File: config.mk
export PLATFORM = sky130hd
export DESIGN_NAME = tts_ram
export DESIGN_NICKNAME = d
export VERILOG_FILES = /design/src/rtl/tts_ram.sv
export SDC_FILE = /design/constraint.sdc
export NUM_CORES = 1
export LEC_CHECK = 0
export ABC_CLOCK_PERIOD_IN_PS = 1900
export BUFFER_PORTS_ARGS = -buffer_cell sky130_fd_sc_hd__buf_2
export CAP_MARGIN = 10
export CORE_MARGIN = 3
export CORE_UTILIZATION = 54
export CTS_CLUSTER_DIAMETER = 150
export DETAILED_ROUTE_END_ITERATION = 6
export HOLD_SLACK_MARGIN = 0.02
export PLACE_DENSITY = 0.76
export SLEW_MARGIN = 15
export SYNTH_ARGS = -nofsm -noshare
export SYNTH_HDL_FRONTEND = slang
export SYNTH_SLANG_ARGS = --single-unit
File: constraint.sdc
create_clock -name clock -period 1.9 [get_ports clock]
set_input_delay 0.57 -clock clock [delete_from_list [all_inputs] [get_ports clock]]
set_output_delay 0.57 -clock clock [all_outputs]
set_load 0.05 [all_outputs]
File: src/rtl/tts_ram.sv
// ----------------------------------------------------------------------------
// Generic single-clock RAM
// One write port and one read port; read data is registered.
// ----------------------------------------------------------------------------
module tts_ram #(
   parameter int WIDTH = 8,
   parameter int DEPTH = 16
) (
   input  logic                     clock,
   input  logic                     we,
   input  logic [$clog2(DEPTH)-1:0] waddr,
   input  logic [WIDTH-1:0]         wdata,
   input  logic [$clog2(DEPTH)-1:0] raddr,
   output logic [WIDTH-1:0]         rdata
);

   logic [WIDTH-1:0] mem_ff [DEPTH];
   logic [WIDTH-1:0] rdata_ff;

   always_ff @(posedge clock) begin
      if (we) begin
         mem_ff[waddr] <= wdata;
      end
      rdata_ff <= mem_ff[raddr];
   end

   assign rdata = rdata_ff;

endmodule

==> impl_metrics.ini <==
[final_layout]
layout_common_cells = sky130_fd_sc_hd__edfxtp_1 (128), sky130_fd_sc_hd__buf_2 (25), sky130_fd_sc_hd__mux4_2 (18)
seq_area_sq_um = 4000
area_delta_synth_final_pct = 19.1
commonest_non_fill_non_tap_cell_in_the_layout = sky130_fd_sc_hd__edfxtp_1
fin_cells = 422
fillCellCount = 530
drive_gt1_share_pct = 32.4
num_antenna_cells = 0
multi_input_comb_area_sq_um = 1060
final_net_count = 301
final_util_pct = 68.3

[global_route]
via_count_of_the_first_global_routing_pass = 2670
grt_overflow_total = 0
largest_net_degree_at_the_start_of_global_routing = 19
grt_pass1_wl_um = 15400
grtUsageTotal_pct = 19.7
antenna_found_initial = 0

[synthesis]
synth_cells = 229
synth_top_cell_by_area = sky130_fd_sc_hd__edfxtp_1
synthDominantCellAreaShare_pct = 74.7
syn-num-nets = 247
synth-async-reset-ratio_pct = 0
netlist-cell-type-count = 19
yosys_warnings = 0
synth_seq_cells = 136
netlist_area_sq_um = 5150
average_size_of_a_mapped_cell_sq_um = 22.5
synth.top_cells.by_area = sky130_fd_sc_hd__edfxtp_1 (75%), sky130_fd_sc_hd__mux4_2 (7.9%), sky130_fd_sc_hd__mux4_1 (7.1%)
seq_area_frac_synth_pct = 77.8
synth_edf_count = 128
postSynth.topFlopCell = sky130_fd_sc_hd__edfxtp_1

[timing]
slew-limit-headroom_pct = 51.4
worst_pin_slew_ns = 0.727
hold_viol = 0
timing_max_transition_violations_final = 0
fmax_mhz = 583
minimum_clock_period_ns = 1.71
rsz0062_at_grt = false
skew_ns = 0.0189
setup_violations = 0
fin_ws_ns = 0.185
finalCritPeriodShare_pct = 90.2

[critical_path]
crit_arrival_ns = 1.14
worst_path_largest_cell_delay_ns = 0.36
worst_path_max_delay_cell = sky130_fd_sc_hd__dfxtp_1
worst_reg2reg_setup_slack_ns = 0.51
startpoint_type_of_the_worst_setup_path = flip-flop
path_cells = buf_2
crit_family = flip-flops
class_of_the_most_critical_setup_path = flip-flop to output pin
critical_path_maximum_fanout = 1
cp_num_buf_inv = 1
timing.critical_path.required_ns = 1.33
critPathCaptureType = output pin

[floorplan]
num_rows = 34
floorplan.die.width_um = 104
die_area_sq_um = 10700
pin_count = 26
fp.coreArea_sq_um = 8980
fp.dieH_um = 104
floorplan.initialDensity_pct = 57.3

[worst_hold_path]
worst_hold_path_type = input port to flip-flop

[clock_tree]
htree_levels = 4
clk_pin_slew_ns = 0.06
postCtsHoldBufs = 0
clk_root_buffer_cell = sky130_fd_sc_hd__clkbuf_8
cts.path.max_buffers = 2
cts_tree = done
clk_latency_ns = 0.52
cts_resizes = 0
cts_buffers = 17
clkSinkCount = 136
cts_post_setup_buffers_inserted = 0

[flow_run]
timing.max_cap.violations = 0

[route]
routed_wire_length_per_instance_um = 22.9
vias_per_cell = 5.80
vias = 2446
remaining_drc_errors = 0
drt_pass_1_iters = 5
wirelength_um = 9660
postRouteAntennaNets = 0
drt_iter0_drc = 202

[power_and_ir_drop]
vdd_drop_max_v = 0.000588
total_power_mw = 6.99
p_per_area_nw_per_um2 = 1140
p_leak_nw = 2.09

[place]
detail_placement_hpwl_um = 6010
placed_cells_incl_taps = 390
io_buffers = 25
gp_congestion = 0.725
post-place-ws_ns = -0.0994

[run_status]
outcome = complete, no violations
power by group:
group | total (mW) | switching (mW) | internal [mW]
Clock | 3.23 | 1.23 | 2.00
Sequential | 3.38 | 0.0231 | 3.35
Combinational | 0.377 | 0.238 | 0.139
Total | 6.99 | 1.49 | 5.50
state kept, by name (all words and copies together), names as in the netlist:
signal  flops
mem_ff    128
rdata       8
kinds of logic after synthesis:
group | Yosys count | synth area share [%]
flops | 136 | 77.8
simple gates | 35 | 3.18
mux | 32 | 15.0
compound gates | 16 | 2.33
buf+inv | 10 | 1.68
metal layers:
layer / routed length (um) / GRT usage, % / vias to the layer above
met5: 0 / 0 / -
met4: 131 / 8.74 / 0
met3: 779 / 6.16 / 10
met2: 4890 / 30.6 / 105
met1: 3850 / 26.1 / 1245
li1: - / - / 1086
worst paths after layout:
kind              cells after the start           from            end
setup / recovery                      1       rdata[6]       rdata[6]
hold / removal                        1       wdata[2]  mem_ff[12][2]
setup reg to reg                      3   mem_ff[2][1]       rdata[1]
hold reg to reg                       3  mem_ff[14][7]       rdata[7]
synth_stat cells, types with 2 or more instances:
master / number
sky130_fd_sc_hd__a22oi_1: 16
sky130_fd_sc_hd__buf_2: 3
sky130_fd_sc_hd__buf_6: 3
sky130_fd_sc_hd__clkdlybuf4s25_2: 3
sky130_fd_sc_hd__dfxtp_1: 8
sky130_fd_sc_hd__edfxtp_1: 128
sky130_fd_sc_hd__mux4_1: 14
sky130_fd_sc_hd__mux4_2: 18
sky130_fd_sc_hd__nand2_1: 9
sky130_fd_sc_hd__nand2b_1: 2
sky130_fd_sc_hd__nand3b_1: 2
sky130_fd_sc_hd__nor2_1: 13
sky130_fd_sc_hd__nor3_1: 4
final cells by class:
cell class / instances / area share [%]
clock inverters: 14 / 2.88
repair buffers: 45 / 5.10
flip-flops and latches: 136 / 65.3
clock buffers: 18 / 6.82
multi-input cells: 83 / 17.3
well taps: 126 / 2.57
per-stage QoR:
| step | setup TNS, ns | instance area, sq um | hold slack [ns] |
|---|---|---|---|
| floorplan | 0 | 5150 | 0.629 |
| CTS | 0 | 6130 | 0.405 |
| finish | 0 | 6130 | 0.420 |
| global route | 0 | 6130 | 0.428 |
| global placement | -0.168 | 5540 | 0.649 |
| detailed placement | -0.209 | 5540 | 0.659 |
Power figures use the tool's default switching activity.
